### src/rtl/core/psrq_pkg.sv
package psrq_pkg;

    localparam int KeyW = 32;
    localparam int IdW  = 8;

    localparam logic [2:0] PolicyFifo      = 3'd0;
    localparam logic [2:0] PolicyArrival   = 3'd1;
    localparam logic [2:0] PolicyPriority  = 3'd2;
    localparam logic [2:0] PolicyBurst     = 3'd3;
    localparam logic [2:0] PolicyRemaining = 3'd4;

    localparam logic OpInsert = 1'b0;
    localparam logic OpPop    = 1'b1;

    typedef struct packed {
        logic        opcode;
        logic [7:0]  task_id;
        logic [31:0] arrival_time;
        logic [3:0]  task_priority;
        logic [15:0] burst_length;
        logic [15:0] cpu_time_left;
    } t_in_beat;

    typedef struct packed {
        logic       popped_valid;
        logic [7:0] popped_id;
        logic [7:0] head_id;
        logic       queue_empty;
        logic [4:0] occupancy;
        logic       insert_dropped;
    } t_out_beat;

    typedef struct packed {
        logic            valid;
        logic [IdW-1:0]  id;
        logic [KeyW-1:0] key;
    } t_slot;

    typedef struct packed {
        logic            ins;
        logic            pop;
        logic            fifo;
        logic [IdW-1:0]  id;
        logic [KeyW-1:0] key;
    } t_cell_cmd;

endpackage

### src/rtl/core/psrq_cell.sv
module psrq_cell (
    input  logic                 i_clk,
    input  logic                 i_rst_n,
    input  psrq_pkg::t_cell_cmd  i_cmd,
    input  psrq_pkg::t_slot      i_left,
    input  psrq_pkg::t_slot      i_right,
    input  logic                 i_placed,
    output logic                 o_placed,
    output psrq_pkg::t_slot      o_slot,
    output psrq_pkg::t_slot      o_next
);

    logic                        r_valid;
    logic [psrq_pkg::IdW-1:0]    r_id;
    logic [psrq_pkg::KeyW-1:0]   r_key;
    logic                        w_here;
    psrq_pkg::t_slot             n_slot;

    assign o_slot = '{valid: r_valid, id: r_id, key: r_key};

    // new item lands in the first cell that is empty or holds a larger key
    assign w_here   = !r_valid || (!i_cmd.fifo && (r_key > i_cmd.key));
    assign o_placed = i_placed || w_here;

    always_comb begin
        n_slot = o_slot;
        if (i_cmd.pop) begin
            n_slot = i_right;
        end else if (i_cmd.ins) begin
            if (i_placed) begin
                n_slot = i_left;
            end else if (w_here) begin
                n_slot = '{valid: 1'b1, id: i_cmd.id, key: i_cmd.key};
            end
        end
    end

    assign o_next = n_slot;

    always_ff @(posedge i_clk) begin
        if (!i_rst_n) begin
            r_valid <= 1'b0;
        end else begin
            r_valid <= n_slot.valid;
        end
    end

    always_ff @(posedge i_clk) begin
        r_id  <= n_slot.id;
        r_key <= n_slot.key;
    end

endmodule

### src/rtl/core/policy_sorted_ready_queue.sv
// Channel  | Dir | Handshake                  | Payload
// in       | in  | i_in_valid / o_in_ready    | i_in_data  (insert or pop)
// out      | out | o_out_valid / i_out_ready  | o_out_data (one result per beat)
// cfg      | in  | i_cfg_we, no wait          | i_cfg_wdata (policy)
//
// One beat per cycle while results are taken; the result is registered on acceptance and appears in the next cycle.
// The insert position is found by a ripple through the cell row in that cycle.
// Reset (synchronous, active low) empties the queue and sets fifo policy.
// A pending result that is not taken holds o_in_ready low.
module policy_sorted_ready_queue #(
    parameter int QUEUE_DEPTH = 16
) (
    input  logic                 i_clk,
    input  logic                 i_rst_n,
    input  logic                 i_in_valid,
    output logic                 o_in_ready,
    input  psrq_pkg::t_in_beat   i_in_data,
    output logic                 o_out_valid,
    input  logic                 i_out_ready,
    output psrq_pkg::t_out_beat  o_out_data,
    input  logic                 i_cfg_we,
    input  logic [2:0]           i_cfg_wdata
);

    localparam int CntW = $clog2(QUEUE_DEPTH + 1);

    logic [2:0]                 r_policy;
    logic [CntW-1:0]            r_count;
    logic [CntW-1:0]            n_count;
    logic                       r_out_valid;
    psrq_pkg::t_out_beat        r_out;
    psrq_pkg::t_out_beat        n_out;
    logic                       w_accept;
    logic                       w_full;
    logic                       w_nonempty;
    logic                       w_fifo;
    logic [psrq_pkg::KeyW-1:0]  w_key;
    psrq_pkg::t_cell_cmd        w_cmd;
    psrq_pkg::t_slot            w_slot [QUEUE_DEPTH];
    psrq_pkg::t_slot            w_next [QUEUE_DEPTH];
    logic [QUEUE_DEPTH:0]       w_placed;

    assign o_in_ready  = !r_out_valid || i_out_ready;
    assign w_accept    = i_in_valid && o_in_ready;
    assign o_out_valid = r_out_valid;
    assign o_out_data  = r_out;

    assign w_full     = (r_count == CntW'(QUEUE_DEPTH));
    assign w_nonempty = (r_count != '0);

    always_comb begin
        w_fifo = 1'b0;
        case (r_policy)
            psrq_pkg::PolicyArrival:   w_key = i_in_data.arrival_time;
            psrq_pkg::PolicyPriority:  w_key = 32'(i_in_data.task_priority);
            psrq_pkg::PolicyBurst:     w_key = 32'(i_in_data.burst_length);
            psrq_pkg::PolicyRemaining: w_key = 32'(i_in_data.cpu_time_left);
            default: begin
                w_key  = '0;
                w_fifo = 1'b1;
            end
        endcase
    end

    assign w_cmd = '{
        ins:  w_accept && (i_in_data.opcode == psrq_pkg::OpInsert) && !w_full,
        pop:  w_accept && (i_in_data.opcode == psrq_pkg::OpPop) && w_nonempty,
        fifo: w_fifo,
        id:   i_in_data.task_id,
        key:  w_key
    };

    assign w_placed[0] = 1'b0;

    for (genvar g = 0; g < QUEUE_DEPTH; g++) begin : g_cell
        psrq_pkg::t_slot w_left;
        psrq_pkg::t_slot w_right;
        if (g == 0) begin : g_first
            assign w_left = '0;
        end else begin : g_mid
            assign w_left = w_slot[g-1];
        end
        if (g == QUEUE_DEPTH - 1) begin : g_last
            assign w_right = '0;
        end else begin : g_inner
            assign w_right = w_slot[g+1];
        end
        psrq_cell u_cell (
            .i_clk    (i_clk),
            .i_rst_n  (i_rst_n),
            .i_cmd    (w_cmd),
            .i_left   (w_left),
            .i_right  (w_right),
            .i_placed (w_placed[g]),
            .o_placed (w_placed[g+1]),
            .o_slot   (w_slot[g]),
            .o_next   (w_next[g])
        );
    end

    always_comb begin
        n_count = r_count;
        if (w_cmd.pop) begin
            n_count = r_count - CntW'(1);
        end else if (w_cmd.ins) begin
            n_count = r_count + CntW'(1);
        end
        n_out.popped_valid   = w_cmd.pop;
        n_out.popped_id      = w_cmd.pop ? w_slot[0].id : '0;
        n_out.head_id        = w_next[0].valid ? w_next[0].id : '0;
        n_out.queue_empty    = (n_count == '0);
        n_out.occupancy      = 5'(n_count);
        n_out.insert_dropped = (i_in_data.opcode == psrq_pkg::OpInsert) && w_full;
    end

    always_ff @(posedge i_clk) begin
        if (!i_rst_n) begin
            r_policy    <= psrq_pkg::PolicyFifo;
            r_count     <= '0;
            r_out_valid <= 1'b0;
        end else begin
            if (i_cfg_we) begin
                r_policy <= i_cfg_wdata;
            end
            r_count <= n_count;
            if (w_accept) begin
                r_out_valid <= 1'b1;
            end else if (i_out_ready) begin
                r_out_valid <= 1'b0;
            end
        end
    end

    always_ff @(posedge i_clk) begin
        if (w_accept) begin
            r_out <= n_out;
        end
    end

endmodule
### config.mk
export PLATFORM = sky130hd
export DESIGN_NAME = policy_sorted_ready_queue
export DESIGN_NICKNAME = d
export VERILOG_FILES = /design/src/rtl/core/psrq_pkg.sv /design/src/rtl/core/psrq_cell.sv /design/src/rtl/core/policy_sorted_ready_queue.sv
export SDC_FILE = /design/constraint.sdc
export NUM_CORES = 2
export LEC_CHECK = 0
export ABC_AREA = 1
export BUFFER_PORTS_ARGS = -buffer_cell sky130_fd_sc_hd__buf_2
export CORE_MARGIN = 3
export CORE_UTILIZATION = 55
export CTS_BUF_LIST = sky130_fd_sc_hd__clkbuf_2 sky130_fd_sc_hd__clkbuf_4 sky130_fd_sc_hd__clkbuf_8
export CTS_CLUSTER_SIZE = 24
export DETAILED_ROUTE_END_ITERATION = 16
export PLACE_DENSITY = 0.71
export SYNTH_ARGS = -nofsm -noshare
export SYNTH_HDL_FRONTEND = slang
export SYNTH_SLANG_ARGS = --single-unit
### constraint.sdc
create_clock -name i_clk -period 10.3 [get_ports i_clk]
set_input_delay 1.545 -clock i_clk [delete_from_list [all_inputs] [get_ports i_clk]]
set_output_delay 1.545 -clock i_clk [all_outputs]
set_load 0.01 [all_outputs]
-- Word-level counts from Yosys, hierarchy flattened
Index checks and enable logic that the tools add are counted.
- $lt $le $gt $ge: 16
- divide/modulo/power cells: 0
- add/subtract/negate cells: 2
- muxes and demuxes: 66
- shift operators: 0
- equality and inequality tests: 5
- bitwise logic cells: 2
- $mul: 0
- reduce and logical (&&, ||, !) cells: 109
- operators by type and width (cell ; number):
    $mux W41 ; 61
    $gt A32 B32 Y1 ; 16
    $pmux W32 S4 ; 1
    $reduce_bool A3 Y1 ; 14
    $reduce_and A2 Y1 ; 16
    $logic_or A1 B1 Y1 ; 31
    $logic_and A1 B1 Y1 ; 22
    $logic_not A1 Y1 ; 18
    $mux W5 ; 2
    $reduce_bool A2 Y1 ; 4
    $eq A3 B2 Y1 const B ; 2
    $add A5 B1 Y5 const B ; 1
    $eq A5 B5 Y1 const B ; 1
    $logic_not A5 Y1 ; 1
    $reduce_bool A5 Y1 ; 1
    $sub A5 B1 Y5 const B ; 1
    $reduce_or A4 Y1 ; 1
    $eq A3 B1 Y1 const B ; 1
    $eq A3 B3 Y1 const B ; 1
    $mux W1 ; 2
    $not A1 Y1 ; 2
    $reduce_or A2 Y1 ; 1
- logic and storage cells: 257
- latch bits: 0
- bits in writable memories: 0
- memories kept: 0
- ROM bits: 0
- output and inout port bits: 26
- register bits: 689
- bits of input ports: 85

-- Longest topological paths before layout
- depth in word-level cells: 21
- gate-level depth with buffers: 33
- depth with buffers taken out: 32

-- Cells and area by module
From an unflattened synthesis, not the netlist that was laid out.
- cell total of the unflattened synthesis: 9749
- area total of the unflattened synthesis: 58379.7 µm²
- modules (own cells, without submodules) (module ; instances ; area each (µm²) ; cells an instance ; seq. area each (µm²)):
    psrq_cell (g_cell[0].u_cell ...) ; 13 ; 3487.1 ; 592 ; 820.8
    psrq_cell (g_cell[7].u_cell ...) ; 3 ; 3679.8 ; 596 ; 820.8
    policy_sorted_ready_queue ; 1 ; 2008.2 ; 265 ; 900.9

-- Worst setup path before layout
Ideal clock, no wire load.
- path kind: input -> register
- start: in i_in_data[41] (netlist bit)
- end: reg g_cell[10].u_cell.r_valid
- buffers on the path: 0
- library setup time: 0.118 ns
- arrival: 8.151 ns
- slack: 2.032 ns
- stages: 25
- required time: 10.182 ns
- cell sequence: inv_1 nor2_1 a221oi_1 ha_1 inv_1 a21oi_1 nor2_1 nand2_1 nand2_1 nand2_1 nand2_1 nand2_1 nand2_1 nand2_1 nor2_4 nand4_2 nor2_4 nand4_4 nor2_4 nand2_1 clkinv_1 o21ai_0 o211ai_1 o211ai_1 inv_1
- longest elaborated chain between the ends: 16
- elaborated cells between the ends (all ways): 48
- classes of those cells: 11 x order compare; 4 x mux; 33 x reduce/logical
- RTL lines (item ; RTL line ; source):
    start: declaration ; policy_sorted_ready_queue.sv:17 ; input psrq_pkg::t_in_beat i_in_data,
    $pmux W32 S4 * ; policy_sorted_ready_queue.sv:53 ; case (r_policy)
    $gt A32 B32 Y1 ; psrq_cell.sv:22 ; assign w_here = !r_valid || (!i_cmd.fifo && (r_key > i_cmd.key));
    $logic_and A1 B1 Y1 ; psrq_cell.sv:22 ;
    $logic_or A1 B1 Y1 ; psrq_cell.sv:22 ;
    $logic_or A1 B1 Y1 (9 in a row) ; psrq_cell.sv:23 ; assign o_placed = i_placed || w_here;
    $mux W41 ; psrq_cell.sv:30 ; if (i_placed) begin
    $mux W41 ; psrq_cell.sv:29 ; end else if (i_cmd.ins) begin
    $mux W41 ; psrq_cell.sv:27 ; if (i_cmd.pop) begin
    end signal: assignment ; psrq_cell.sv:44 ; r_valid <= n_slot.valid;
    end: declaration ; psrq_cell.sv:13 ; logic r_valid;
Every way passes the cells marked *; elsewhere a longest branch is shown, timed or not. The select of a mux whose other input is x is not followed.
A chain may end at the register's enable or synchronous reset.

-- Final worst setup path
- start: reg r_policy[0]
- end: reg g_cell[15].u_cell.r_key[0] (netlist bit)
- longest elaborated chain between the ends: 21
- elaborated cells between the ends (all ways): 72
- classes of those cells: 16 x order compare; 4 x eq/ne; 3 x mux; 49 x reduce/logical
- RTL lines (item ; RTL line ; source):
    start: declaration ; policy_sorted_ready_queue.sv:27 ; logic [2:0] r_policy;
    start signal: assignment ; policy_sorted_ready_queue.sv:118 ; r_policy <= psrq_pkg::PolicyFifo;
    start signal: assignment ; policy_sorted_ready_queue.sv:123 ; r_policy <= i_cfg_wdata;
    $eq A3 B3 Y1 (tied with other cells) ; policy_sorted_ready_queue.sv:53 ;
    $pmux W32 S4 ; policy_sorted_ready_queue.sv:53 ;
    $gt A32 B32 Y1 ; psrq_cell.sv:22 ;
    $logic_and A1 B1 Y1 ; psrq_cell.sv:22 ;
    $logic_or A1 B1 Y1 ; psrq_cell.sv:22 ;
    $logic_or A1 B1 Y1 (14 in a row) ; psrq_cell.sv:23 ;
    $reduce_bool A2 Y1 (no line) ; - ;
    $reduce_and A2 Y1 (no line) ; - ;
    end signal: assignment ; psrq_cell.sv:50 ; r_key <= n_slot.key;
    end: declaration ; psrq_cell.sv:15 ; logic [psrq_pkg::KeyW-1:0] r_key;
Several ways; a longest one is shown, not always the timed one. The select of a mux whose other input is x is not followed.

==> out/qor.csv <==
stage,metric,value,unit
route,dr_total_vias,42000,
floorplan,pin_count,111,
timing,fin_crit,7970,ps
timing,finalCritPeriodShare,0.774,
power,pwr_density_cell,182,nW/µm²
critical_path,arrival,8610,ps
min_path,min_from,g_cell[2].u_cell.r_valid,
timing,hold_violations,0,
global_routing,grt_max_degree,215,
clock_network,root_buffer,clkbuf_8,
yosys,syn_area,45600,µm²
power,sw_frac_of_total,0.341,
global_routing,grt_overflow,0,
critical_path,crit_required,10940,ps
yosys,ys_warn_count,0,
critical_path,cp-start-kind,flop,
power,p_clk_frac,0.312,
power,power_frac_comb,0.252,
power,p_leak,20.4,nW
min_path,whs_endpoint,g_cell[2].u_cell.r_valid,
yosys,yosysTopAreaCellShare,0.406,
yosys,yosys.area.top_type,edfxtp_1,
clock_network,ctsHoldBuffers,0,
yosys,synth_fp_nets,5989,
floorplan,placeableCoreArea,81300,µm²
route,firstDrtPassIters,6,
final_layout,nNetsFinal,6015,
yosys,synth_edf_count,616,
critical_path,cp-end-kind,flop,
route,drt_iter0_drc,5375,
global_routing,globalRouteTotalUtil,0.357,
route,routed_wl,157000,µm
global_routing,grt_pass1_vias,39700,
power,p_int,5.98,mW
clock_network,htreeDepth,3,
power,seq_power_share,0.435,
yosys,synthArstFlopShare,0,
clock_network,cts-resized-gates,0,
timing,tightest_slew,1260,ps
power,power.switching,3.10,mW
global_routing,antenna_found_initial,1,
timing,final-setup-viol-count,0,
global_routing,grt_first_pass_wirelength,237000,µm
critical_path,reg2reg_from,r_policy[0],
place,post-dp-hpwl,111000,µm
critical_path,rrSetupSlack,2330,ps
yosys,ys.flop_type,edfxtp_1,
critical_path,worst-path-max-fanout,56,
critical_path,critPathKind,reg -> reg,
yosys,synth-seq-cells,689,
timing,drv_slew,0,
timing,fin_skew,69.0,ps
timing,maxSlewHeadroom,0.158,
floorplan,start_util,0.561,
clock_network,clk_pin_slew,60,ps
floorplan,die_w,294,µm
yosys,synthMostInstantiatedCell,nand2_1,
place,gp_congestion,0.933,
timing,rsz0062_at_grt,no,
power,peakVddDrop,0.123,mV
yosys,syn_inst,5390,
floorplan,die_h,294,µm
place,numPortBuffers,110,
min_path,min_path_type,reg -> reg,
critical_path,worstRegToRegCells,26,
route,drtAntennaViolNets,0,
yosys,syn-mean-instance-area,8.46,µm²
timing,final.setup.tns,0,ps
route,drc,0,
final_layout,fin_util,0.614,
critical_path,r2r_end,g_cell[15].u_cell.r_key[0],
yosys,synth.area.top_cells,"edfxtp_1 41%, ha_1 14%, nand2_1 11%, a21oi_1 5.6%, o21ai_0 5.2%",
route,detail_route.wl_per_cell,23.8,µm
final_layout,final_layout_size_suffix_gt1_frac,0.0840,
clock_network,clk_path_buf_depth,3,
min_path,whs_path_depth,2,
clock_network,cts_tree,yes,
yosys,ys_seq_area_frac,0.438,
route,routed_via_density,6.37,
clock_network,post_cts_buffers,0,
clock_network,numCtsBuffers,121,
floorplan,rows,104,
timing,fmax,0.125,GHz
yosys,synth_top_cells_by_count,"1296 x nand2_1, 616 x edfxtp_1, 514 x ha_1",
clock_network,clock-sinks,689,
flow_run,drv_cap,0,
final_layout,area_growth,9.58,%
clock_network,insertion_delay,780,ps
yosys,synthDistinctLibCells,52,
status,status,"finished, final reports clean",
final_layout,fillers,7016,
floorplan,die_area,86400,µm²
[critical path, cell delays in order, from the launching register on]
cell and delay (ps):
dfxtp_1 350, inv_2 70, nor3_2 450, buf_4 360, nand2_1 510, buf_4 430
ha_1 320, nand2_1 110, nor2_1 170, nand4_1 200, nor2_1 240, a31oi_1 120
a21oi_1 710, nand4_4 220, nor2_4 200, nand4_4 130, nor2_4 150, nand4_4 80
buf_4 390, nor2_4 170, buf_4 430, buf_4 550, nand2_2 850, nand2_1 260
nand2_1 80, nor2_1 90, nor2_1 60
[cell families (layout without fill, tap and decap cells)]
| logic type | Yosys count | after routing | share of synthesized area |
|---|---|---|---|
| AND/OR/NAND/NOR | 2134 | 2134 | 0.190 |
| AO/OA/AOI/OAI | 1408 | 1408 | 0.177 |
| flip-flops | 689 | 689 | 0.438 |
| buffers and inverters | 642 | 777 | 0.0534 |
| adder cells (fa/ha/maj) | 514 | 514 | 0.141 |
| XOR/XNOR | 3 | 3 | 0.000576 |
| other | 0 | 2 | 0 |
[power groups by stage]
stage / registers [mW] / logic, mW / clock network [mW]
3_3_place_gp: 3.98 / 2.15 / 0
5_1_grt: 3.98 / 2.57 / 2.97
4_1_cts: 3.93 / 2.24 / 2.84
6_report: 3.95 / 2.29 / 2.83
2_1_floorplan: 3.86 / 1.55 / 0
3_5_place_dp: 3.98 / 2.23 / 0
[metal layers]
metal  vias to the layer above  global-route usage  wire, µm
met3                       404              0.0798     19000
li1                      19200                   -         -
met4                         0               0.153      6850
met2                      2621               0.536     67500
met1                     19700               0.498     63400
met5                         -                   0         0
[placed cells by master (no fill, tap or decap), types with 32 or more instances in the layout]
cell type,n
nor2_1,441
o21ai_0,470
ha_1,514
nand2_1,1288
clkinv_1,32
a31oi_1,77
a21oi_1,508
clkbuf_8,140
buf_2,110
o211ai_1,235
nand4_1,39
clkbuf_4,41
o221ai_1,32
buf_4,82
inv_1,325
nand3_1,280
dfxtp_1,73
edfxtp_1,616
[through the flow]
step	hold WS [ps]	setup WS, ps	instance area, µm²	power [mW]	cells
after global placement	479	2020	47300	6.13	6353
after CTS	506	2460	50000	9.01	6585
after floorplan	465	2030	45600	5.41	5390
final	504	2330	50000	9.07	6587
after detailed placement	489	1830	47300	6.21	6353
after global routing	535	1890	50000	9.51	6586
[how the worst max path moves through the flow]
stage	start	endpoint	slack, ps	cells after the start
6_report	r_policy[0]	g_cell[15].u_cell.r_key[0]	2330	26
5_1_grt	r_policy[0]	g_cell[15].u_cell.r_key[1]	1890	26
4_1_cts	r_policy[1]	g_cell[15].u_cell.r_key[0]	2460	25
3_5_place_dp	i_in_data[45]	g_cell[15].u_cell.r_key[30]	1830	28
3_3_place_gp	i_in_data[45]	g_cell[15].u_cell.r_id[6]	2020	28
2_1_floorplan	i_in_data[41]	g_cell[10].u_cell.r_valid	2030	25
[sequential cells by signal, indices dropped and copies added, names as in the netlist]
register and count:
r_policy 3, r_count 5, g_cell.u_cell.r_id 128, o_out_data 24
g_cell.u_cell.r_valid 16, g_cell.u_cell.r_key 512, o_out_valid 1
[final cells by class]
cell class                      instances  area (µm²)  share of cell area
Multi-Input combinational cell       4059       23500               0.469
Inverter                              350        1320              0.0264
Clock inverter                         51         443             0.00886
Sequential cell                       689       20000               0.399
Tap cell                             1060        1330              0.0265
Timing Repair Buffer                  195        1230              0.0245
Clock buffer                          181        2230              0.0447
Antenna cell                            2        5.00            0.000100
No activity file was read; power rests on OpenSTA's default activity.
